**src/rtl/tdu_pkg.sv**
```systemverilog
// ----------------------------------------------------------------------------
// tdu_pkg
// Shared widths, constants and the stage type for the tick-delta converter.
// ----------------------------------------------------------------------------
package tdu_pkg;

  localparam int CNT_W            = 64;
  localparam int FREQ_W           = 63;
  localparam int HALF_W           = CNT_W / 2;
  localparam int UNITS_PER_SECOND = 1000000;
  localparam int UNITS_W          = $clog2(UNITS_PER_SECOND + 1);
  localparam int PROD_W           = HALF_W + UNITS_W;
  localparam int NUM_W            = CNT_W + UNITS_W;
  localparam int DIV_STEPS        = CNT_W;

  localparam logic [UNITS_W-1:0] UNITS_C = UNITS_W'(UNITS_PER_SECOND);

  // One beat moving through the divider stages.
  typedef struct packed {
    logic              valid;
    logic              zero;   // frequency zero or end before start
    logic              sat;    // quotient does not fit in CNT_W bits
    logic [FREQ_W-1:0] rem;    // partial remainder
    logic [CNT_W-1:0]  nq;     // numerator bits shifting out, quotient bits in
  } div_stage_t;

endpackage

```
**src/rtl/tdu_out_if.sv**
```systemverilog
// ----------------------------------------------------------------------------
// tdu_out_if
// Result channel: elapsed microseconds.
// ----------------------------------------------------------------------------
interface tdu_out_if import tdu_pkg::*; ();

  logic             valid;
  logic             ready;
  logic [CNT_W-1:0] elapsed_us;

  modport source (output valid, output elapsed_us, input ready);
  modport sink   (input valid, input elapsed_us, output ready);

endinterface

```
**src/rtl/tdu_skid.sv**
```systemverilog
// ----------------------------------------------------------------------------
// tdu_skid
// Two-entry output buffer. Space is a registered flag, so the pipeline
// enable never depends on the downstream ready in the same cycle.
// ----------------------------------------------------------------------------
module tdu_skid import tdu_pkg::*; (
  input  logic             clk,
  input  logic             rst_n,
  input  logic             push,
  input  logic [CNT_W-1:0] push_data,
  output logic             space,
  tdu_out_if.source        out_ch
);

  logic             main_valid_r, spare_valid_r;
  logic [CNT_W-1:0] main_r, spare_r;
  logic             pop;

  assign pop   = main_valid_r && out_ch.ready;
  assign space = !spare_valid_r;

  assign out_ch.valid      = main_valid_r;
  assign out_ch.elapsed_us = main_r;

  always_ff @(posedge clk) begin
    if (!rst_n) begin
      main_valid_r  <= 1'b0;
      spare_valid_r <= 1'b0;
    end else begin
      if (pop) begin
        if (spare_valid_r) begin
          spare_valid_r <= 1'b0;
        end else begin
          main_valid_r <= push;
        end
      end else if (!main_valid_r) begin
        main_valid_r <= push;
      end else if (push) begin
        spare_valid_r <= 1'b1;
      end
    end
  end

  always_ff @(posedge clk) begin
    if (pop) begin
      main_r <= spare_valid_r ? spare_r : push_data;
    end else if (!main_valid_r) begin
      main_r <= push_data;
    end else if (push) begin
      spare_r <= push_data;
    end
  end

  a_spare_needs_main: assert property (@(posedge clk) disable iff (!rst_n)
    spare_valid_r |-> main_valid_r)
    else $error("spare entry held while main entry empty");

  a_stall_fills_spare: assert property (@(posedge clk) disable iff (!rst_n)
    push && !pop && main_valid_r |=> spare_valid_r)
    else $error("beat pushed into full main entry was dropped");

  a_spare_moves_up: assert property (@(posedge clk) disable iff (!rst_n)
    pop && spare_valid_r |=> main_valid_r && main_r == $past(spare_r))
    else $error("spare entry not promoted on pop");

endmodule

```
**src/flat_wrapper.sv**
```systemverilog
// flat-port wrapper written by rule: the top's interface ports become plain ports
module tdu_skid_flat import tdu_pkg::*;
  (clk, rst_n, push, push_data, space, out_ch_valid, out_ch_elapsed_us, out_ch_ready);
  tdu_out_if out_ch_i ();
  input  logic clk;
  input  logic rst_n;
  input  logic push;
  input  logic [CNT_W-1:0] push_data;
  output logic space;
  output wire logic [$bits(out_ch_i.valid)-1:0] out_ch_valid;
  output wire logic [$bits(out_ch_i.elapsed_us)-1:0] out_ch_elapsed_us;
  input wire logic [$bits(out_ch_i.ready)-1:0] out_ch_ready;
  assign out_ch_valid = out_ch_i.valid;
  assign out_ch_elapsed_us = out_ch_i.elapsed_us;
  assign out_ch_i.ready = out_ch_ready;
  tdu_skid u_core (.clk(clk), .rst_n(rst_n), .push(push), .push_data(push_data), .space(space), .out_ch(out_ch_i));
endmodule
```
**config.mk**
```make
export PLATFORM = sky130hd
export DESIGN_NAME = tdu_skid_flat
export DESIGN_NICKNAME = d
export VERILOG_FILES = /design/src/rtl/tdu_pkg.sv /design/src/rtl/tdu_out_if.sv /design/src/rtl/tdu_skid.sv /design/src/flat_wrapper.sv
export SDC_FILE = /design/constraint.sdc
export NUM_CORES = 1
export LEC_CHECK = 0
export BUFFER_PORTS_ARGS = -buffer_cell sky130_fd_sc_hd__buf_2
export CAP_MARGIN = 20
export CORE_UTILIZATION = 45
export CTS_BUF_LIST = sky130_fd_sc_hd__clkbuf_4 sky130_fd_sc_hd__clkbuf_8
export DETAILED_ROUTE_END_ITERATION = 8
export GPL_TIMING_DRIVEN = 0
export MAX_ROUTING_LAYER = met4
export PLACE_DENSITY_LB_ADDON = 0.08
export SLEW_MARGIN = 20
export SYNTH_ARGS = -nofsm -noshare
export SYNTH_HDL_FRONTEND = slang
export SYNTH_SLANG_ARGS = --single-unit
```
**constraint.sdc**
```tcl
create_clock -name clk -period 6.55 [get_ports clk]
set_clock_uncertainty 0.2 [all_clocks]
set_input_delay 1.31 -clock clk [delete_from_list [all_inputs] [get_ports clk]]
set_output_delay 1.31 -clock clk [all_outputs]
set_load 0.02 [all_outputs]
```
==> Word level (Yosys, flattened, before mapping) <==
Cells that the tools add are included.
{ "totals": {"word_cells": 19, "output_inout_bits": 66, "regBits": 130} }
{ "op_classes": {"mux": 6, "n_eq_ne": 2, "bitwise": 2, "n_reduce_logical": 5} }
{ "op_table": {"columns": ["cell", "n"], "rows": [
  ["$mux W64", 3],
  ["$ne A2 B2 Y1 const B", 2],
  ["$mux W1", 3],
  ["$reduce_and A3 Y1", 1],
  ["$not A1 Y1", 2],
  ["$reduce_and A2 Y1", 1],
  ["$reduce_or A2 Y1", 1],
  ["$logic_and A1 B1 Y1", 1],
  ["$logic_not A1 Y1", 1]
]} }

==> Longest topological paths before layout <==
{ "logic_depth": {"depth_word": 3, "mapped_depth": 3, "ltp_nobuf": 3} }

==> Least setup slack after synthesis <==
OpenSTA, ideal clock, no wires.
{ "synth_timing": {"kind": "input-to-reg", "startpoint": "in out_ch_ready", "endpoint": "reg u_core.spare_r[0] (enable)", "required_ps": 5864, "slack_ps": 594, "stages": 2, "n_path_buf": 0, "t_arrival_ps": 5270, "path_cell_list": "or2b_1 nor2_1"} }
{ "synth_between": {"elab_chain_cells": 3} }
{ "synth_lines": {"columns": ["item", "line_no", "rtl"], "rows": [
  ["from (decl)", "flat_wrapper.sv:12", "input wire logic [$bits(out_ch_i.ready)-1:0] out_ch_ready;"],
  ["$logic_and A1 B1 Y1", "tdu_skid.sv:19", "assign pop = main_valid_r && out_ch.ready;"],
  ["$not A1 Y1 (no line)", null, null],
  ["$reduce_and A3 Y1 (no line)", null, null],
  ["to (signal assigned)", "tdu_skid.sv:50", "spare_r <= push_data;"],
  ["to (decl)", "tdu_skid.sv:16", "logic [CNT_W-1:0] main_r, spare_r;"]
]} }
No other way between the ends.
A chain may end at the register's enable or synchronous reset.

==> Worst setup path after layout <==
{ "layout_timing": {"startpoint": "in out_ch_ready", "endpoint": "reg u_core.spare_r[9] (enable)"} }
Same word-level chain as after synthesis.

==> impl_metrics.tcl <==
set metrics [dict create \
    status "completed" \
    relSlewSlack_pct 50.8 \
    post_synth.cell_area_avg_sq_um 22.6 \
    cts_root_buffer "clkbuf_8" \
    worst-path-max-fanout 34 \
    grt_remaining_overflow 0 \
    seq_area_frac_synth_pct 81.4 \
    cp_cell_sequence "buf_2, or2b_4, buf_12, nor2_4, buf_12" \
    postCtsHoldBufs 0 \
    post-route-drc-count 0 \
    ys_types 13 \
    ir_worst_vdd_mv 0.135 \
    final_nets 434 \
    crit_type "primary input to flop" \
    diodes 0 \
    rsz0062_at_grt "no" \
    grt_start_max_net_pins 35 \
    final-max-slew-violation-count 0 \
    yosys.area_share.simple_pct 0.839 \
    cp_slowest_cell "nor2_4" \
    ant_nets 0 \
    wl_per_cell_um 16.1 \
    cp_common_cell "buf_12" \
    port_buffers 133 \
    clk_pin_slew_ns 0.08 \
    end_kind "flop" \
    tightest_slew_ns 0.736 \
    start_util_pct 46.2 \
    clock_latency_ns 0.42 \
    setup_viol 0 \
    io_pins 134 \
    power.density_nw_per_um2 291 \
    min_period_ns 3.09 \
    die-height_um 105 \
    setup_ws_ns 3.46 \
    timing.fmax_ghz 0.324 \
    rows 37 \
    yosys_warnings 0 \
    synthMuxAreaShare_pct 15.5 \
    synth_top_family_by_area "multiplexers" \
    place_area_sq_um 5690 \
    p_leak_nw 2.37 \
    nFillCells 850 \
    layout_common_cells "buf_2 (133), edfxtp_1 (128), mux2_2 (59), clkbuf_8 (23), inv_6 (6)" \
    dieWidth_um 105 \
    synth_cells 211 \
    synth_compound_area_share_pct 0.419 \
    cts_resized 0 \
    totalWireLength_mm 8.29 \
    antenna_found_initial 0 \
    hold_viol 0 \
    track_usage_pct 16.9 \
    gp_congestion 0.698 \
    grt_pass1_wl_mm 13.4 \
    die_area_sq_um 11000 \
    yosys.area_share.adder_pct 0 \
    synthToLayoutAreaGrowth_pct 27.3 \
    htree_levels 4 \
    vias 2448 \
    cp_slowest_stage_delay_ns 0.58 \
    hp-class "flop to flop" \
    cp_data_required_time_ns 6.47 \
    synthesis.area_sq_um 4770 \
    cts_setup_buffers 0 \
    syn_nets 279 \
    core_area_sq_um 10300 \
    cp.arrival_ns 3.00 \
    grt_pass1_vias 2557 \
    period_share_pct 47.1 \
    cts_sinks 130 \
    viasPerCell 4.75 \
    drt-initial-drc-count 111 \
    synth_xor_area_share_pct 0 \
    max-cap-violations 0 \
    layout_commonest_cell "buf_2" \
    ys_ff_latch 130 \
    preCtsSetupSlack_ns 2.97 \
    place_hpwl_mm 5.41 \
    cts_buffers 17 \
    clk_path_buf_depth 2 \
    fin_area_sq_um 6080 \
    final_layout_size_suffix_gt1_share_pct 63.1 \
    cts_tree "yes" \
    crit_path_start_kind "primary input" \
    first_pass_iters 4 \
]
final cells by class:
type                            count  area, sq um  area share, %
Clock buffer                       17          234           3.85
Buffer                              6         82.6           1.36
Clock inverter                     15          155           2.55
Multi-Input combinational cell     73          811           13.3
Sequential cell                   130         3880           63.9
Inverter                            2         7.51          0.124
Timing Repair Buffer              136          733           12.1
Tap cell                          136          170           2.80
cells in the mapped netlist:
| library cell | instances | share of area, % |
|---|---|---|
| edfxtp_1 | 128 | 81 |
| mux2_2 | 59 | 14 |
| clkbuf_8 | 6 | 1.7 |
| mux2_4 | 5 | 1.6 |
| dfxtp_1 | 2 | 0.84 |
| inv_1 | 2 | 0.16 |
| nand2_1 | 2 | 0.16 |
| nor2_1 | 2 | 0.16 |
| a21boi_0 | 1 | 0.16 |
| a21oi_1 | 1 | 0.10 |
| nand3_4 | 1 | 0.37 |
| o21a_1 | 1 | 0.16 |
| or2b_1 | 1 | 0.16 |
flip-flops by register name (all words and copies together), names as in the netlist:
name,count
u_core.spare_valid_r,1
u_core.out_ch.elapsed_us,64
u_core.spare_r,64
u_core.out_ch.valid,1
worst max-delay path: cells and delay by family:
kind	cells	cell delay, ns
buffers and inverters	3	0.67
AND/OR/NAND/NOR	2	1.00
routing by layer:
layer / share of wire, % / track usage [%]
met5: 0 / -
met4: 0.81 / 5.43
met3: 5.9 / 6.11
met2: 48 / 25.3
met1: 45 / 21.5
power by group:
part	total, mW	internal (mW)	switching [mW]
clock network	0.663	0.342	0.321
logic	0.139	0.0572	0.0822
registers	0.968	0.958	0.00974
per-stage QoR:
| stage | utilization [%] | setup TNS [ns] | hold WS [ns] | total power [mW] | std cells |
|---|---|---|---|---|---|
| 2_1_floorplan | - | 0 | 0.325 | 1.06 | 211 |
| 3_3_place_gp | 54.3 | -145.00 | 0.328 | 1.12 | 480 |
| 5_1_grt | 58.9 | 0 | 0.362 | 1.84 | 515 |
| 3_5_place_dp | 55.1 | 0 | 0.333 | 1.13 | 483 |
| 4_1_cts | 58.9 | 0 | 0.347 | 1.79 | 515 |
| 6_report | 58.9 | 0 | 0.346 | 1.77 | 515 |
path summary, 6_finish.rpt:
path	from	end	slack [ns]	cells past startpoint
setup reg to reg	u_core.out_ch.valid$_SDFFE_PN0P_	u_core.spare_r[9]$_DFFE_PP_	3.99	4
hold reg to reg	u_core.spare_r[12]$_DFFE_PP_	u_core.out_ch.elapsed_us[12]$_DFFE_PP_	0.35	1
setup / recovery	out_ch_ready	u_core.spare_r[9]$_DFFE_PP_	3.46	5
hold / removal	u_core.spare_r[12]$_DFFE_PP_	u_core.out_ch.elapsed_us[12]$_DFFE_PP_	0.35	1
logic make-up after synthesis:
family,after synthesis
AOI/OAI and AO/OA,3
and+or+nand+nor,6
DFF,130
muxes,64
buffers and inverters,8
Power figures use the tool's default switching activity.
