### config.mk
export PLATFORM = sky130hd
export DESIGN_NAME = tdu_front
export DESIGN_NICKNAME = d
export VERILOG_FILES = /design/src/rtl/tdu_pkg.sv /design/src/rtl/tdu_front.sv
export SDC_FILE = /design/constraint.sdc
export NUM_CORES = 1
export LEC_CHECK = 0
export BUFFER_PORTS_ARGS = -buffer_cell sky130_fd_sc_hd__buf_2
export CAP_MARGIN = 20
export CORE_UTILIZATION = 48
export CTS_BUF_LIST = sky130_fd_sc_hd__clkbuf_4 sky130_fd_sc_hd__clkbuf_8
export DETAILED_ROUTE_END_ITERATION = 10
export HOLD_SLACK_MARGIN = 0.1
export MAX_ROUTING_LAYER = met4
export PLACE_DENSITY = 0.78
export SLEW_MARGIN = 20
export SYNTH_ARGS = -nofsm -noshare
export SYNTH_HDL_FRONTEND = slang
export SYNTH_SLANG_ARGS = --single-unit
### constraint.sdc
create_clock -name clk -period 6.25 [get_ports clk]
set_input_delay 0.625 -clock clk [delete_from_list [all_inputs] [get_ports clk]]
set_output_delay 0.625 -clock clk [all_outputs]
set_load 0.02 [all_outputs]
### src/rtl/tdu_pkg.sv
// ----------------------------------------------------------------------------
// tdu_pkg
// Shared widths, constants and the stage type for the tick-delta converter.
// ----------------------------------------------------------------------------
package tdu_pkg;

  localparam int CNT_W            = 64;
  localparam int FREQ_W           = 63;
  localparam int HALF_W           = CNT_W / 2;
  localparam int UNITS_PER_SECOND = 1000000;
  localparam int UNITS_W          = $clog2(UNITS_PER_SECOND + 1);
  localparam int PROD_W           = HALF_W + UNITS_W;
  localparam int NUM_W            = CNT_W + UNITS_W;
  localparam int DIV_STEPS        = CNT_W;

  localparam logic [UNITS_W-1:0] UNITS_C = UNITS_W'(UNITS_PER_SECOND);

  // One beat moving through the divider stages.
  typedef struct packed {
    logic              valid;
    logic              zero;   // frequency zero or end before start
    logic              sat;    // quotient does not fit in CNT_W bits
    logic [FREQ_W-1:0] rem;    // partial remainder
    logic [CNT_W-1:0]  nq;     // numerator bits shifting out, quotient bits in
  } div_stage_t;

endpackage

### src/rtl/tdu_front.sv
// ----------------------------------------------------------------------------
// tdu_front
// Four-stage front end: difference, split multiply, numerator add, overflow
// check. Emits the first beat for the divider chain.
// ----------------------------------------------------------------------------
module tdu_front import tdu_pkg::*; (
  input  logic                    clk,
  input  logic                    rst_n,
  input  logic                    en,
  input  logic                    in_valid,
  input  logic signed [CNT_W-1:0] start_count,
  input  logic signed [CNT_W-1:0] end_count,
  input  logic [FREQ_W-1:0]       freq,
  output div_stage_t              stage_o
);

  logic [CNT_W:0]   diff;
  logic             v1_r, v2_r, v3_r, v4_r;
  logic             z1_r, z2_r, z3_r;
  logic [CNT_W-1:0] delta_r;
  logic [PROD_W-1:0] lo_r, hi_r;
  logic [NUM_W-1:0] num_r;
  logic [NUM_W-1:0] num_nxt;
  div_stage_t       s4_r;
  div_stage_t       s4_nxt;

  // Sign-extended subtract gives both the difference and the signed compare.
  assign diff = {end_count[CNT_W-1], end_count} - {start_count[CNT_W-1], start_count};

  assign num_nxt = {hi_r, {HALF_W{1'b0}}} + NUM_W'(lo_r);

  always_comb begin
    s4_nxt.valid = v3_r;
    s4_nxt.zero  = z3_r;
    s4_nxt.sat   = !z3_r && (FREQ_W'(num_r[NUM_W-1:CNT_W]) >= freq);
    s4_nxt.rem   = FREQ_W'(num_r[NUM_W-1:CNT_W]);
    s4_nxt.nq    = num_r[CNT_W-1:0];
  end

  always_ff @(posedge clk) begin
    if (!rst_n) begin
      v1_r <= 1'b0;
      v2_r <= 1'b0;
      v3_r <= 1'b0;
      v4_r <= 1'b0;
    end else if (en) begin
      v1_r <= in_valid;
      v2_r <= v1_r;
      v3_r <= v2_r;
      v4_r <= v3_r;
    end
  end

  always_ff @(posedge clk) begin
    if (en) begin
      z1_r    <= (freq == '0) || diff[CNT_W];
      delta_r <= diff[CNT_W-1:0];
      z2_r    <= z1_r;
      lo_r    <= PROD_W'(delta_r[HALF_W-1:0]) * PROD_W'(UNITS_C);
      hi_r    <= PROD_W'(delta_r[CNT_W-1:HALF_W]) * PROD_W'(UNITS_C);
      z3_r    <= z2_r;
      num_r   <= num_nxt;
      s4_r    <= s4_nxt;
    end
  end

  always_comb begin
    stage_o       = s4_r;
    stage_o.valid = v4_r;
  end

endmodule

; ---- After elaboration in Yosys (flattened, before gate mapping)
; Cells that the tools add are included.
[totals]
ff_bits = 333
memories = 0
elab_cells = 24
ramBits = 0
romBits = 0
out_inout_bits = 130
latch_bits = 0
[op_classes]
n_mul = 2
add_sub_neg = 2
div_mod_pow = 0
n_eq_ne = 0
order_cmp = 1
n_bitwise = 0
reduce_logical = 4
mux = 0
n_shift = 0
[op_table]
columns = cell, count
row1 = "32-bit by 14-bit multiplier with 46-bit output, second input constant", 2
row2 = 84-bit by 52-bit adder with 84-bit output, 1
row3 = 64-bit by 64-bit subtractor with 65-bit output, 1
row4 = 20-bit by 63-bit greater-or-equal comparator with 1-bit output, 1
row5 = 63-bit zero test, 1
row6 = 1-bit logical AND, 1
row7 = 1-bit zero test, 1
row8 = 1-bit logical OR, 1

; ---- Depth between registers and ports, before layout
[logic_depth]
depth_word = 2
mapped_depth = 23

; ---- Worst setup path before layout
; No wires, ideal clock.
[synth_path]
path_type = reg-to-reg
from = register delta_r[1]
to = register lo_r[49] (data pin)
path_slack_ps = 298
path_stages_with_launch = 22
arrival_ps = 5686
synth_period_minus_slack_ps = 5952
n_path_buf = 0
cell_sequence = edfxtp_1 inv_1 fa_1 inv_1 fa_1 fa_1 fa_1 ha_1 inv_1 fa_1 inv_1 ha_1 a21oi_1 nand3_1 a41oi_1 or3_1 o21ai_1 a211o_1 a221oi_1 nor2_1 o41ai_1 xnor2_1
[synth_between]
elab_chain_cells = 1
[synth_rtl]
columns = item, line
row1 = start: declaration, tdu_front.sv:20  ; logic [CNT_W-1:0] delta_r;
row2 = start signal: assignment, tdu_front.sv:57  ; delta_r <= diff[CNT_W-1:0];
row3 = 32-bit by 14-bit multiplier with 46-bit output, tdu_front.sv:59  ; lo_r <= PROD_W'(delta_r[HALF_W-1:0]) * PROD_W'(UNITS_C);
row4 = end signal: assignment, tdu_front.sv:59
row5 = end: declaration, tdu_front.sv:21  ; logic [PROD_W-1:0] lo_r, hi_r;
; No other way between the ends.
; A chain may end at the register's enable or synchronous reset.

; ---- Worst setup path in the final report
[layout_path]
from = register delta_r[34]
to = register hi_r[45] (data pin)
[layout_between]
elab_chain_cells = 1
[layout_rtl]
columns = item, line
row1 = 32-bit by 14-bit multiplier with 46-bit output, tdu_front.sv:60  ; hi_r <= PROD_W'(delta_r[CNT_W-1:HALF_W]) * PROD_W'(UNITS_C);
row2 = end signal: assignment, tdu_front.sv:60
row3 = end: declaration, tdu_front.sv:21
; No other way between the ends.

==> summary.md <==
| Metric | Value |
|---|---|
| Most used DFF post-synth | edfxtp_1 |
| Seq/Total Area, Yosys | 32.5% |
| Starting DRT DRC Count | 1078 |
| Die Width | 250 µm |
| DP Worst Slack | 0.0242 ns |
| Status | completed |
| Worst Skew | 0.0369 ns |
| Crit path DAT | 6.42 ns |
| CP peak stage delay | 0.58 ns |
| Floorplan core area | 0.0606 mm² |
| Mapped Area | 0.0295 mm² |
| Required time of the critical path | 6.64 ns |
| Final Hold Viols | 0 |
| Final setup vio count | 0 |
| Port Buffers | 275 |
| Fmax | 166 MHz |
| Row Count | 90 |
| Die span in y | 250 µm |
| Worst-Skew Late Latency | 0.66 ns |
| CP most frequent cell | fa_1 |
| Clock period minus worst slack | 6.03 ns |
| TritonCTS clock tree | done |
| Hold-fix buffers at CTS | 0 |
| Number of synthesized flops with an enable pin | 317 |
| Vias in the first global route | 20.0k |
| GRT overflow | 0 |
| Synth cell types | 79 |
| Layout cells sized above 1 | 16.6% |
| Final wirelength | 62200 µm |
| Antenna violations before repair | 1 |
| Setup TNS | 0 ns |
| Synth warn | 0 |
| DRC viols | 0 |
| Hold Crit Class | input port to flip-flop |
| Fin crit share | 96.4% |
| Max clock buf depth | 3 |
| Endpoint class of the critical path | flip-flop |
| Slowest-stage cell, CP | fa_1 |
| WL per Instance | 16.1 µm |
| Detailed placer's ending HPWL | 52000 µm |
| Critical-path cell list | inv_1, fa_1, inv_1, fa_1, fa_1, fa_1, ha_1, inv_1, fa_1, inv_1, ha_1, a21oi_2, o21ai_0, a221oi_1, o41a_1, o21ai_2, nand3_1, a311oi_2, a2111oi_0, nor3_1, xor2_1 |
| Starting Density | 48.7% |
| Layout Nets | 3918 |
| Vias | 20.1k |
| Global-route wire length before repair | 100000 µm |
| Max capacitance violation total | 0 |
| IO Count | 325 |
| CTS Buf Count | 52 |
| Critical path class | flip-flop to flip-flop |
| Layout fillers | 5201 |
| Setup ws final | 0.222 ns |
| Synth async-reset ratio | 0% |
| Fin. max-slew vios | 0 |
| Largest net degree at the start of global routing | 164 |
| P&R area growth vs syn | 13.6% |
| Routed vias/inst | 5.19 |
| CTS sink count | 321 |
| Buf/Inv on CP | 4 |
| Worst-margin pin slew | 1.06 ns |
| Finished Core Util | 55.3% |
| Startpoint types | flip-flop |
| Post-route ant nets | 0 |
| GRT Total Usage | 20.6% |
| CP max FO | 5 |
| Initial DRT Pass Iterations | 6 |
| H-tree depth | 2 |
| Synth Instances | 2666 |
| Clock slew at reported path FFs | 0.06 ns |
| Family with the most delay on the worst path | adder cells |
| Mean Syn Cell Area | 11.1 µm² |
| Die area | 0.0624 mm² |
| Register bit total from synthesis | 321 |
| GPL Wtd Cong | 0.944 |
| Root buffer cell | clkbuf_8 |
| Slew headroom | 29.4% |
[what timing repair did]
item / in CTS / in global routing
resized for setup: 0 / 33
pin swaps: 0 / 9
setup endpoints to repair: 1 / 14
endpoints found under the hold margin: 0 / 0
setup buffers: 1 / 5
[per-layer routing]
layer / GRT usage [%] / up-vias / wire length (µm)
met5: - / - / 0
met3: 2.19 / 82 / 2710
met4: 4.69 / 0 / 1060
met1: 28.7 / 9684 / 29600
li1: - / 9877 / -
met2: 32.3 / 463 / 28800
[layout by cell type, fill, tap and decap left out, types with 11 or more instances in the layout]
cell / netlist / layout
a211oi_1: 13 / 11
nor4_1: 21 / 21
edfxtp_1: 317 / 317
o21ai_1: 21 / 18
a21oi_1: 149 / 142
xor2_1: 57 / 57
nand2b_1: 21 / 20
inv_1: 484 / 476
ha_1: 404 / 401
fa_1: 272 / 272
a21o_1: 93 / 93
xnor2_1: 130 / 130
nand3_1: 44 / 44
nand2_1: 102 / 102
nand4_1: 51 / 51
buf_4: 50 / 97
o21a_1: 20 / 20
nor3_1: 21 / 20
buf_2: 2 / 274
a31oi_1: 19 / 18
clkbuf_8: 0 / 52
clkbuf_4: 0 / 18
and3_1: 18 / 18
nor2b_1: 24 / 24
o21bai_1: 31 / 31
conb_1: 1 / 49
nor2_1: 67 / 67
o21ai_0: 54 / 53
[kinds of logic after synthesis]
kind of cell	after synthesis	share of synthesized area [%]
xor gates and xnor gates	187	5.55
other	1	0.0127
AOI/OAI and AO/OA	487	10.9
adders and majority gates	676	35.6
muxes	6	0.204
DFF	321	32.5
buffers and inverters	578	8.00
and+or+nand+nor	410	7.17
[final timing paths]
| path | endpoint | slack [ns] | startpoint | cells after the start |
|---|---|---|---|---|
| worst max-delay path | hi_r[45]$_DFFE_PP_ | 0.22 | delta_r[34]$_DFFE_PP_ | 21 |
| worst min-delay path | v4_r$_SDFFE_PN0P_ | 0.25 | rst_n | 2 |
| worst max register to register | hi_r[45]$_DFFE_PP_ | 0.22 | delta_r[34]$_DFFE_PP_ | 21 |
| worst min register to register | num_r[6]$_DFFE_PP_ | 0.42 | lo_r[6]$_DFFE_PP_ | 0 |
[state kept, by name, summed over array words and instances (netlist names)]
| signal | cells |
|---|---|
| delta_r | 64 |
| z3_r | 1 |
| lo_r | 46 |
| v3_r | 1 |
| v1_r | 1 |
| z2_r | 1 |
| v2_r | 1 |
| num_r | 78 |
| v4_r | 1 |
| stage_o | 80 |
| z1_r | 1 |
| hi_r | 46 |
[synth_stat cells (7+ instances only)]
| master | count | area (µm²) |
|---|---|---|
| ha_1 | 404 | 5050 |
| o211ai_1 | 10 | 75.1 |
| clkbuf_1 | 41 | 154 |
| fa_1 | 272 | 5450 |
| nor2b_1 | 24 | 150 |
| a221o_1 | 7 | 70.1 |
| and4_1 | 9 | 78.8 |
| or3_1 | 8 | 50.1 |
| and3_1 | 18 | 113 |
| a21o_1 | 93 | 698 |
| and2_1 | 9 | 56.3 |
| nand2b_1 | 21 | 131 |
| o31ai_1 | 7 | 52.6 |
| xnor2_1 | 130 | 1140 |
| inv_1 | 484 | 1820 |
| o21bai_1 | 31 | 233 |
| buf_4 | 50 | 375 |
| nand2_1 | 102 | 383 |
| nand4_1 | 51 | 319 |
| a31oi_1 | 19 | 119 |
| xor2_1 | 57 | 499 |
| nor2_1 | 67 | 251 |
| o21ai_1 | 21 | 105 |
| edfxtp_1 | 317 | 9520 |
| nand3_1 | 44 | 220 |
| a21oi_1 | 149 | 746 |
| a211oi_1 | 13 | 97.6 |
| o21a_1 | 20 | 150 |
| nor3_1 | 21 | 105 |
| o21ai_0 | 54 | 270 |
| nor4_1 | 21 | 131 |
[metrics by stage]
stage          instances  area [µm²]  hold WS [ns]
2_1_floorplan       2714       29700         0.400
3_3_place_gp        3769       32200         0.401
3_5_place_dp        3769       32200         0.405
4_1_cts             3866       33300         0.194
5_1_grt             3872       33500         0.233
6_report            3872       33500         0.252
[layout make-up]
type	count	area, µm²	area share (%)
multi-input combinational	1815	17800	53.3
sequential	321	9600	28.7
clock buffer	70	851	2.54
timing repair buffer	373	2130	6.37
clock inverter	26	265	0.792
inverter	484	1830	5.46
tap	782	978	2.92
antenna	1	2.50	0.00747
Power is left out: the tool's default activity adds up to more than one toggle a clock period on the data nets, which glitch-free logic cannot reach.
