<file path="src/rtl/tdu_pkg.sv">
// ----------------------------------------------------------------------------
// tdu_pkg
// Shared widths, constants and the stage type for the tick-delta converter.
// ----------------------------------------------------------------------------
package tdu_pkg;

  localparam int CNT_W            = 64;
  localparam int FREQ_W           = 63;
  localparam int HALF_W           = CNT_W / 2;
  localparam int UNITS_PER_SECOND = 1000000;
  localparam int UNITS_W          = $clog2(UNITS_PER_SECOND + 1);
  localparam int PROD_W           = HALF_W + UNITS_W;
  localparam int NUM_W            = CNT_W + UNITS_W;
  localparam int DIV_STEPS        = CNT_W;

  localparam logic [UNITS_W-1:0] UNITS_C = UNITS_W'(UNITS_PER_SECOND);

  // One beat moving through the divider stages.
  typedef struct packed {
    logic              valid;
    logic              zero;   // frequency zero or end before start
    logic              sat;    // quotient does not fit in CNT_W bits
    logic [FREQ_W-1:0] rem;    // partial remainder
    logic [CNT_W-1:0]  nq;     // numerator bits shifting out, quotient bits in
  } div_stage_t;

endpackage

</file>
<file path="src/rtl/tdu_div_stage.sv">
// ----------------------------------------------------------------------------
// tdu_div_stage
// One restoring-division step: shift in a numerator bit, compare against the
// frequency, subtract, shift in a quotient bit.
// ----------------------------------------------------------------------------
module tdu_div_stage import tdu_pkg::*; (
  input  logic              clk,
  input  logic              rst_n,
  input  logic              en,
  input  logic [FREQ_W-1:0] freq,
  input  div_stage_t        stage_i,
  output div_stage_t        stage_o
);

  logic [CNT_W-1:0] trial;
  logic [CNT_W-1:0] diff;
  logic             ge;
  logic             valid_r;
  div_stage_t       data_r;
  div_stage_t       data_nxt;

  assign trial = {stage_i.rem, stage_i.nq[CNT_W-1]};
  assign diff  = trial - CNT_W'(freq);
  assign ge    = trial >= CNT_W'(freq);

  always_comb begin
    data_nxt       = stage_i;
    data_nxt.rem   = ge ? diff[FREQ_W-1:0] : trial[FREQ_W-1:0];
    data_nxt.nq    = {stage_i.nq[CNT_W-2:0], ge};
  end

  always_ff @(posedge clk) begin
    if (!rst_n) begin
      valid_r <= 1'b0;
    end else if (en) begin
      valid_r <= stage_i.valid;
    end
  end

  always_ff @(posedge clk) begin
    if (en) begin
      data_r <= data_nxt;
    end
  end

  always_comb begin
    stage_o       = data_r;
    stage_o.valid = valid_r;
  end

endmodule

</file>
<file path="config.mk">
export PLATFORM = sky130hd
export DESIGN_NAME = tdu_div_stage
export DESIGN_NICKNAME = d
export VERILOG_FILES = /design/src/rtl/tdu_pkg.sv /design/src/rtl/tdu_div_stage.sv
export SDC_FILE = /design/constraint.sdc
export NUM_CORES = 1
export LEC_CHECK = 0
export BUFFER_PORTS_ARGS = -buffer_cell sky130_fd_sc_hd__buf_2
export CAP_MARGIN = 20
export CORE_ASPECT_RATIO = 0.5
export CORE_MARGIN = 1
export CORE_UTILIZATION = 35
export DETAILED_ROUTE_END_ITERATION = 10
export GPL_ROUTABILITY_DRIVEN = 0
export PLACE_DENSITY = 0.6
export REMOVE_ABC_BUFFERS = 1
export SLEW_MARGIN = 20
export SYNTH_ARGS = -nofsm -noshare
export SYNTH_HDL_FRONTEND = slang
export SYNTH_SLANG_ARGS = --single-unit
</file>
<file path="constraint.sdc">
create_clock -name clk -period 3.43 [get_ports clk]
set_input_delay 0.686 -clock clk [delete_from_list [all_inputs] [get_ports clk]]
set_output_delay 0.686 -clock clk [all_outputs]
set_load 0.01 [all_outputs]
</file>
## Word level (Yosys, flattened, before mapping)

Cells that the tools add are included.

| word-level totals | value |
|---|---|
| word-level logic and storage cells | 8 |
| output and inout port bits | 130 |
| register bits | 130 |

| cells by class | value |
|---|---|
| $add $sub $neg | 1 |
| mux-type cells | 1 |
| magnitude comparators | 1 |

Operators with widths:

| operator | count |
|---|---|
| $ge 64x63->1 | 1 |
| $mux 63 | 1 |
| $sub 63x63->63 | 1 |

## Longest topological paths before layout

Gate-level depths: netlist of run 1.

| depth | value |
|---|---|
| word-level depth | 2 |
| depth in mapped cells | 14 |
| gate-level depth less buffers | 13 |

## Least setup slack after synthesis of run 1

No wires, ideal clock.

| path | value |
|---|---|
| path kind | in2reg |
| start point | input port stage_i[63] (netlist bit) |
| end point | register data_r, in the netlist stage_o[122], data pin |
| setup slack | 150 ps |
| buffers on the path | 0 |
| arrival time | 3013 ps |
| stages | 13 |
| path through | inv_1 > ha_1 > fa_1 > nand2b_1 > a21oi_1 > o211ai_1 > o211ai_1 > o211ai_1 > and2_4 > o41ai_2 > a31oi_2 > mux2i_1 > o31ai_1 |

RTL lines:

| item | RTL line | source |
|---|---|---|
| start, declared | tdu_div_stage.sv:11 | `input div_stage_t stage_i,` |
| end signal, assigned | tdu_div_stage.sv:42 | `data_r <= data_nxt;` |
| end, declared | tdu_div_stage.sv:19 | `div_stage_t data_r;` |

==> results of run 1 <==
[registers in the layout (all words and copies together) (netlist names)]
signal	cells
valid_r	1
stage_o	129
[through the flow]
step,cell area (sq um),std cells
2_1_floorplan,8500,876
3_5_place_dp,11300,1628
5_1_grt,11900,1660
6_report,11900,1660
3_3_place_gp,11300,1628
4_1_cts,11900,1660
[final timing paths]
path,cells past startpoint,to
setup / recovery,14,stage_o[113]$_DFFE_PP_
hold / removal,1,stage_o[30]$_DFFE_PP_
setup reg to reg,2,valid_r$_SDFFE_PN0P_
hold reg to reg,2,valid_r$_SDFFE_PN0P_
[report_power, final]
group | switching [mW] | internal [mW] | total (mW) | leakage, nW
Combinational | 0.862 | 0.684 | 1.55 | 3.85
Clock | 0.734 | 1.15 | 1.88 | 0.285
Sequential | 0.0536 | 1.99 | 2.04 | 1.27
[cells in the mapped netlist (all sizes together), types with 4 or more instances]
cell / instances / area share
a211oi: 12 / 0.013
a21o: 15 / 0.013
a21oi: 82 / 0.048
a31oi: 4 / 0.0036
and2: 4 / 0.0032
and3: 6 / 0.0049
buf: 18 / 0.011
clkbuf: 20 / 0.0087
edfxtp: 129 / 0.45
ha: 63 / 0.091
inv: 88 / 0.038
nand2: 119 / 0.052
nand2b: 6 / 0.0043
nand3: 12 / 0.0069
nand4: 23 / 0.017
nor2: 45 / 0.020
nor2b: 7 / 0.0051
nor3: 14 / 0.0081
o211ai: 8 / 0.0069
o21a: 10 / 0.0087
o21ai: 110 / 0.064
o21bai: 18 / 0.016
o31ai: 5 / 0.0049
xnor2: 32 / 0.032
xor2: 25 / 0.025
[area by class of cell]
| cell class | count | area share |
|---|---|---|
| Timing Repair Buffer | 416 | 0.198 |
| Tap cell | 336 | 0.0354 |
| Inverter | 88 | 0.0278 |
| Clock inverter | 12 | 0.0137 |
| Clock buffer | 20 | 0.0368 |
| Sequential cell | 130 | 0.328 |
| Multi-Input combinational cell | 658 | 0.360 |
[logic make-up (layout without fill, tap and decap cells)]
family                   after synthesis  after routing  synth area share
buffers and inverters                126            536            0.0580
multiplexers                           5              5           0.00620
AO/OA/AOI/OAI                        287            287             0.206
flip-flops                           130            130             0.449
XOR/XNOR                              57             57            0.0576
AND/OR/NAND/NOR                      245            245             0.130
adder cells (fa/ha/maj)               64             64            0.0932
[metal layers]
| layer | routed length, microns | part of all wire | vias up |
|---|---|---|---|
| li1 | - | - | 4086 |
| met3 | 1310 | 0.049 | 49 |
| met4 | 660 | 0.025 | 6 |
| met5 | 41 | 0.0015 | - |
| met1 | 11700 | 0.44 | 3890 |
| met2 | 12900 | 0.49 | 256 |
[critical path, stage by stage]
cell and delay, ns:
buf_2 0.10, inv_1 0.04, ha_1 0.22, fa_1 0.22, nand2b_1 0.13, a21oi_1 0.09, buf_4 0.15, o211ai_1 0.23
a311oi_2 0.15, nor2_2 0.29, a21oi_2 0.12, a211oi_4 0.37, buf_12 0.30, o21ai_0 0.17
==> results_dict.tcl, run 1 <==
set metrics [dict create \
    max-cap-violations 0 \
    io_buffer_count 325 \
    netlist_area_sq_mm 0.00867 \
    synth_ff_type "edfxtp_1" \
    antenna_found_initial 3 \
    dieArea_sq_mm 0.0254 \
    grt_use_met3 0.0392 \
    r2r_start "valid_r$_SDFFE_PN0P_" \
    overflow 0 \
    grt_max_degree 131 \
    vias 8287 \
    syn_area_per_cell_sq_um 9.49 \
    drv_slew 0 \
    leakagePower_nw 5.40 \
    grt_busiest_layer "met2" \
    cts_tree "built" \
    drive_gt1_frac 0.356 \
    max_freq_mhz 315 \
    clkTransAtPathRegs_ns 0.06 \
    fillCellCount 2310 \
    rows 40 \
    clock_path_buffers 2 \
    grt_use_total 0.209 \
    synth_warnings 0 \
    rsz0062_at_grt "false" \
    antenna_cells 0 \
    hold_buffers 0 \
    clk_root_buffer_cell "clkbuf_16" \
    status "complete, no violations" \
    dp_slack_ns -0.208 \
    dieHeight_microns 113 \
    ys_async_sr_fraction 0 \
    whs_ns 0.421 \
    p_total_mw 5.47 \
    synth-edff-count 129 \
    dieWidth_microns 225 \
    antenna_left 0 \
    crit_fanout 70 \
    ys_seq_area_frac 0.449 \
    htreeDepth 4 \
    clkSinkCount 130 \
    reg2reg_slack_ns 2.83 \
    met1_usage 0.266 \
    multi_input_area_sq_mm 0.00427 \
    cp-end-kind "flip-flop" \
    hold_violations 0 \
    ir_drop_mv 0.374 \
    slew-limit-headroom 0.497 \
    cp.required_ns 3.59 \
    wirelength_microns 26700 \
    regArea_sq_mm 0.00389 \
    routedWlPerCell_microns 16.1 \
    layout.nets 1571 \
    fin_util 0.491 \
    place_hpwl_microns 21400 \
    use_met2 0.354 \
    ioPinCount 326 \
    crit_start "stage_i[63]" \
    grt_pass1_vias 8224 \
    skew_ns 0 \
    initial_core_util 0.359 \
    drtIter0Drc 461 \
    criticalPathCategory "in2reg" \
    syn_inst 914 \
    cts_buffers 17 \
    setup_violations 0 \
    grt_pass1_wl_microns 41800 \
    drc 0 \
    final_cell_mix "324 x buf_2, 129 x edfxtp_1, 118 x nand2_1" \
    areaGrowthSynthToFinish_pct 36.9 \
    viasPerCell 4.99 \
    netlist-cell-type-count 72 \
    min_path_type "in2reg" \
    min_period_over_period 0.924 \
    fin_tns_setup_ns 0 \
    synth-seq-cells 130 \
    clk_latency_ns 0.43 \
    setup_ws_ns 0.260 \
    drtPass1Iterations 5 \
    hp-start "stage_i[29]" \
    cts-resized-gates 0 \
    min_period_ns 3.17 \
    cp.arrival_ns 3.33 \
    worstMarginPinSlew_ns 0.755 \
    layout_commonest_cell "buf_2" \
    core_sq_mm 0.0242 \
    start_kind "input pin" \
    postCtsSetupBuffers 0 \
    p_per_area_mw_per_mm2 461 \
]
Note: power is estimated with default switching activity, not from simulation.
==> inputs of run 2 (changes only) <==
CORE_UTILIZATION = 45   (was 35)
PLACE_DENSITY = 0.75   (was 0.6)
==> run 2 against run 1 <==
  * Register-to-register slack worse by 0.04 ns
  * Die area down 22%
  * Routed wire length down 3.9%
  * Cell area down 1.5%
  * Critical endpoint is now stage_o[125]$_DFFE_PP_
==> results_dict.tcl, run 2 (synthesized netlist as in run 1, its figures left out) <==
set metrics [dict create \
    skew_ns 0 \
    whs_path_depth 1 \
    min_to "stage_o[63]$_DFFE_PP_" \
    rows 35 \
    clk_root_buffer_cell "clkbuf_16" \
    dieWidth_microns 198 \
    cp.required_ns 3.59 \
    finalNonFillerCells 1572 \
    drtPass1Iterations 5 \
    ioPinCount 326 \
    setup_violations 0 \
    initial_core_util 0.466 \
    drive_gt1_frac 0.352 \
    drtIter0Drc 578 \
    dieArea_sq_mm 0.0199 \
    max-cap-violations 0 \
    grt_max_degree 71 \
    clk_latency_ns 0.41 \
    clkTransAtPathRegs_ns 0.07 \
    grt_pass1_wl_microns 39200 \
    start_kind "input pin" \
    max_freq_mhz 311 \
    place_area_sq_mm 0.0111 \
    p_total_mw 5.47 \
    timing.rr.end "valid_r$_SDFFE_PN0P_" \
    worstMarginPinSlew_ns 0.724 \
    cts-resized-gates 0 \
    areaGrowthSynthToFinish_pct 34.8 \
    placed_cells 1538 \
    dp_slack_ns -0.233 \
    hold_violations 0 \
    leakagePower_nw 5.35 \
    p_per_area_mw_per_mm2 468 \
    final_cell_mix "324 x buf_2, 129 x edfxtp_1, 118 x nand2_1" \
    largest_register_ffs 129 \
    place_hpwl_microns 20400 \
    overflow 0 \
    viasPerCell 5.30 \
    layout_commonest_cell "buf_2" \
    min_period_over_period 0.936 \
    cp.arrival_ns 3.37 \
    criticalPathCategory "in2reg" \
    htreeDepth 4 \
    clock_path_buffers 2 \
    dieHeight_microns 100 \
    slew-limit-headroom 0.517 \
    drc 0 \
    cts_buffers 17 \
    setup_ws_ns 0.220 \
    layout.nets 1558 \
    rr_worst_depth 2 \
    fin_tns_setup_ns 0 \
    core_sq_mm 0.0186 \
    status "complete, no violations" \
    r2r_start "valid_r$_SDFFE_PN0P_" \
    reg2reg_slack_ns 2.79 \
    crit_fanout 5 \
    hp-start "stage_i[62]" \
    cts_tree "built" \
    io_buffer_count 325 \
    cp-end-kind "flip-flop" \
    rsz0062_at_grt "false" \
    min_path_type "in2reg" \
    clkSinkCount 130 \
    routedWlPerCell_microns 16.3 \
    hold_buffers 0 \
    vias 8325 \
    antenna_found_initial 3 \
    ir_drop_mv 0.370 \
    wirelength_microns 25600 \
    grt_use_total 0.252 \
    grt_pass1_vias 8054 \
    drv_slew 0 \
    min_period_ns 3.21 \
    antenna_left 0 \
    final_area_sq_mm 0.0117 \
]
==> run 2: layer usage <==
layer | wire [microns] | GRT usage
met2 | 12400 | 0.444
met5 | 7 | 0
met4 | 638 | 0.0847
met3 | 1790 | 0.0481
met1 | 10700 | 0.311
==> run 2: repair_timing <==
| item | in CTS | in global routing |
|---|---|---|
| setup endpoints to repair | 0 | 2 |
| hold endpoints to repair | 0 | 0 |
| buffers inserted | 0 | 0 |
==> run 2: how the worst max path moves through the flow <==
stage,startpoint,endpoint,slack (ns),cells past startpoint
finish,freq[3],stage_o[125]$_DFFE_PP_,0.22,15
global placement,stage_i[63],stage_o[69]$_DFFE_PP_,-0.16,14
global route,stage_i[63],stage_o[106]$_DFFE_PP_,0.008,14
detailed placement,stage_i[63],stage_o[124]$_DFFE_PP_,-0.23,16
CTS,stage_i[63],stage_o[124]$_DFFE_PP_,0.22,16
floorplan,freq[9],stage_o[106]$_DFFE_PP_,-1.53,11
==> run 2: layout make-up <==
| type | instances | area, sq um |
|---|---|---|
| Clock buffer | 17 | 425 |
| Fill cell | 1591 | 6930 |
| Sequential cell | 130 | 3890 |
| Antenna cell | 2 | 5.00 |
| Clock inverter | 15 | 181 |
| Inverter | 88 | 330 |
| Timing Repair Buffer | 403 | 2250 |
| Tap cell | 259 | 324 |
| Multi-Input combinational cell | 658 | 4270 |
==> run 2: power by group <==
part	switching (mW)	internal, mW	total (mW)
registers	0.0501	1.98	2.04
clock network	0.862	1.05	1.91
logic	0.858	0.664	1.52
==> run 2: worst max-delay path: stages <==
cell and delay [ns]:
buf_2 0.07, inv_1 0.04, ha_1 0.31, buf_4 0.16, a21oi_1 0.19, nand2_1 0.10
o21ai_1 0.28, o21ai_0 0.19, a31oi_1 0.19, buf_4 0.16, o21ai_1 0.15, a21oi_1 0.38
o21ai_0 0.19, xnor2_1 0.16, o21ai_1 0.10
==> run 2: through the flow <==
step / hold slack (ns) / utilization
final: 0.434 / 0.628
after global routing: 0.413 / 0.628
after CTS: 0.416 / 0.628
after detailed placement: 0.557 / 0.595
after global placement: 0.533 / 0.595
after floorplan: 0.538 / -
==> inputs of run 3 (changes only) <==
ABC_AREA = 1   (was default)
PLACE_DENSITY = 0.72   (was 0.75)
==> run 3 against run 2 <==
  * Highest routed layer unchanged
  * Sequential share of layout area shrank 4.5 points
  * Synthesized cell count grew 84%
  * Critical endpoint is now stage_o[101]$_DFFE_PP_
  * Largest power group is now the clock network
  * Worst hold slack lost 0.016 ns
  * Critical path depth grew 4
  * Die area grew 25%
==> results_dict.tcl, run 3 <==
set metrics [dict create \
    largest_register_ffs 129 \
    fillCellCount 2349 \
    synth-compound-area-share 0.0252 \
    criticalPathCategory "in2reg" \
    crit_buf_inv 5 \
    place_hpwl_microns 29700 \
    netlist-cell-type-count 32 \
    place_area_sq_mm 0.0128 \
    whs_ns 0.418 \
    slew-limit-headroom 0.572 \
    wirelength_microns 35500 \
    status "complete, no violations" \
    skew_ns 0 \
    cp.arrival_ns 2.94 \
    hold_violations 0 \
    max-cap-violations 0 \
    dieWidth_microns 222 \
    layout_commonest_cell "nand2_1" \
    cts-resized-gates 0 \
    drc 0 \
    syn_inst 1684 \
    grt_max_degree 63 \
    synth-edff-count 129 \
    cp-end-kind "flip-flop" \
    dieHeight_microns 112 \
    fin_tns_setup_ns 0 \
    synth_top_cell_area_share 0.357 \
    final_cell_mix "739 x nand2_1, 394 x inv_1, 324 x buf_2" \
    worstMarginPinSlew_ns 0.642 \
    cts_tree "built" \
    setup_ws_ns 0.687 \
    finalNonFillerCells 2342 \
    muxShareOfSynthArea 0 \
    clkSinkCount 130 \
    cpMostUsedCell "nand2_2" \
    cp_slowest_stage_delay_ns 0.37 \
    htreeDepth 4 \
    drive_gt1_frac 0.192 \
    ioPinCount 326 \
    synth_top_cell_by_area "edfxtp_1" \
    synth_top_cells_by_area "edfxtp_1 36%, nand2_1 26%, inv_1 14%" \
    fin_util 0.581 \
    p_total_mw 5.76 \
    vias 11200 \
    synth_ff_type "edfxtp_1" \
    antenna_found_initial 6 \
    overflow 0 \
    min_path_type "in2reg" \
    synth_top_family_by_area "simple AND/OR/NAND/NOR gates" \
    ir_drop_mv 0.294 \
    io_buffer_count 325 \
    synth_common_cells "739 x nand2_1, 394 x inv_1, 129 x edfxtp_1, 105 x nor2_1, 89 x nand3_1" \
    hp-start "stage_i[30]" \
    areaGrowthSynthToFinish_pct 24.3 \
    start_kind "input pin" \
    crit_start "stage_i[63]" \
    r2r_start "valid_r$_SDFFE_PN0P_" \
    min_period_ns 2.74 \
    routedWlPerCell_microns 15.2 \
    netlist_area_sq_mm 0.0109 \
    min_period_over_period 0.800 \
    antenna_left 0 \
    max_freq_mhz 365 \
    crit_chain "buf_2 -> inv_1 -> ha_1 -> fa_1 -> inv_1 -> nand2_1 -> nand2_1 -> nand3_1 -> nand2_2 -> nand2_2 -> nand2_2 -> nand2_2 -> nand3_2 -> nand2_2 -> nand2_4 -> inv_2 -> buf_12 -> nand2_1 -> nand2_1" \
    drtPass1Iterations 5 \
    grt_use_total 0.290 \
    setup_violations 0 \
    clk_root_buffer_cell "clkbuf_16" \
    layout.nets 2280 \
    dieArea_sq_mm 0.0248 \
    clk_latency_ns 0.44 \
    cp_slowest_cell "fa_1" \
    synth-seq-cells 130 \
    p_per_area_mw_per_mm2 427 \
    clkTransAtPathRegs_ns 0.06 \
    viasPerCell 4.78 \
    placed_cells 2308 \
    ys_async_sr_fraction 0 \
    initial_core_util 0.468 \
    crit_family "simple AND/OR/NAND/NOR gates" \
    cts_buffers 17 \
    clock_path_buffers 2 \
    ys_seq_area_frac 0.359 \
    core_sq_mm 0.0232 \
    leakagePower_nw 7.99 \
    synth_warnings 0 \
    syn_area_per_cell_sq_um 6.45 \
    hold_buffers 0 \
    grt_pass1_vias 9970 \
    crit_fanout 61 \
    synth_fa_ha_area_frac 0.0744 \
    rows 39 \
    cp.required_ns 3.62 \
    grt_pass1_wl_microns 54700 \
    rsz0062_at_grt "false" \
    final_area_sq_mm 0.0135 \
    synth_simple_gate_area_frac 0.367 \
    synth.most_common_cell "nand2_1" \
    drv_slew 0 \
    drtIter0Drc 1003 \
    dp_slack_ns 0.331 \
    postCtsSetupBuffers 0 \
    synth-xor-area-share 0.0242 \
]
[run 3: changes by cell type in the layout (fill, tap and decap cells not counted), sizes merged, moves of 8 or more]
cell,before,now
a211oi,12,0
a21o,15,0
a21oi,82,43
buf,403,331
inv,98,407
nand2,119,748
nand3,12,90
nor2,45,113
o211ai,8,0
o21a,10,1
o21ai,110,8
o21bai,18,1
xnor2,32,0
[run 3: layout make-up]
class / count / area [sq um] / area share
antenna: 2 / 5.00 / 0.000371
clock buffer: 19 / 433 / 0.0321
clock inverter: 13 / 221 / 0.0164
inverter: 402 / 1510 / 0.112
multi-input combinational: 1138 / 5340 / 0.395
sequential: 130 / 3890 / 0.289
tap: 307 / 384 / 0.0285
timing repair buffer: 331 / 1710 / 0.127
[run 3: final timing paths]
check,slack (ns),end,cells past startpoint
max,0.69,stage_o[101]$_DFFE_PP_,19
min,0.42,stage_o[31]$_DFFE_PP_,1
min reg2reg,0.56,valid_r$_SDFFE_PN0P_,2
max reg2reg,2.78,valid_r$_SDFFE_PN0P_,2
[run 3: cells by family (layout without fill, tap and decap cells)]
family / after synthesis / count (layout)
AOI/OAI and AO/OA: 53 / 53
adders and majority gates: 64 / 64
xor gates and xnor gates: 30 / 30
DFF: 130 / 130
other: 0 / 2
and+or+nand+nor: 991 / 991
buffers and inverters: 416 / 765
[run 3: per-layer routing]
layer | wire length [microns] | vias up | GRT usage | part of all wire
met1 | 16300 | 4937 | 0.404 | 0.46
met4 | 506 | 6 | 0.0662 | 0.014
met2 | 15200 | 454 | 0.445 | 0.43
met3 | 3490 | 39 | 0.0808 | 0.098
li1 | - | 5753 | - | -
met5 | 38 | - | 0 | 0.0011
[run 3: report_power, final]
group | total, mW | internal (mW) | switching (mW)
sequential | 2.03 | 1.98 | 0.0501
combinational | 1.66 | 0.589 | 1.07
clock | 2.07 | 1.31 | 0.764
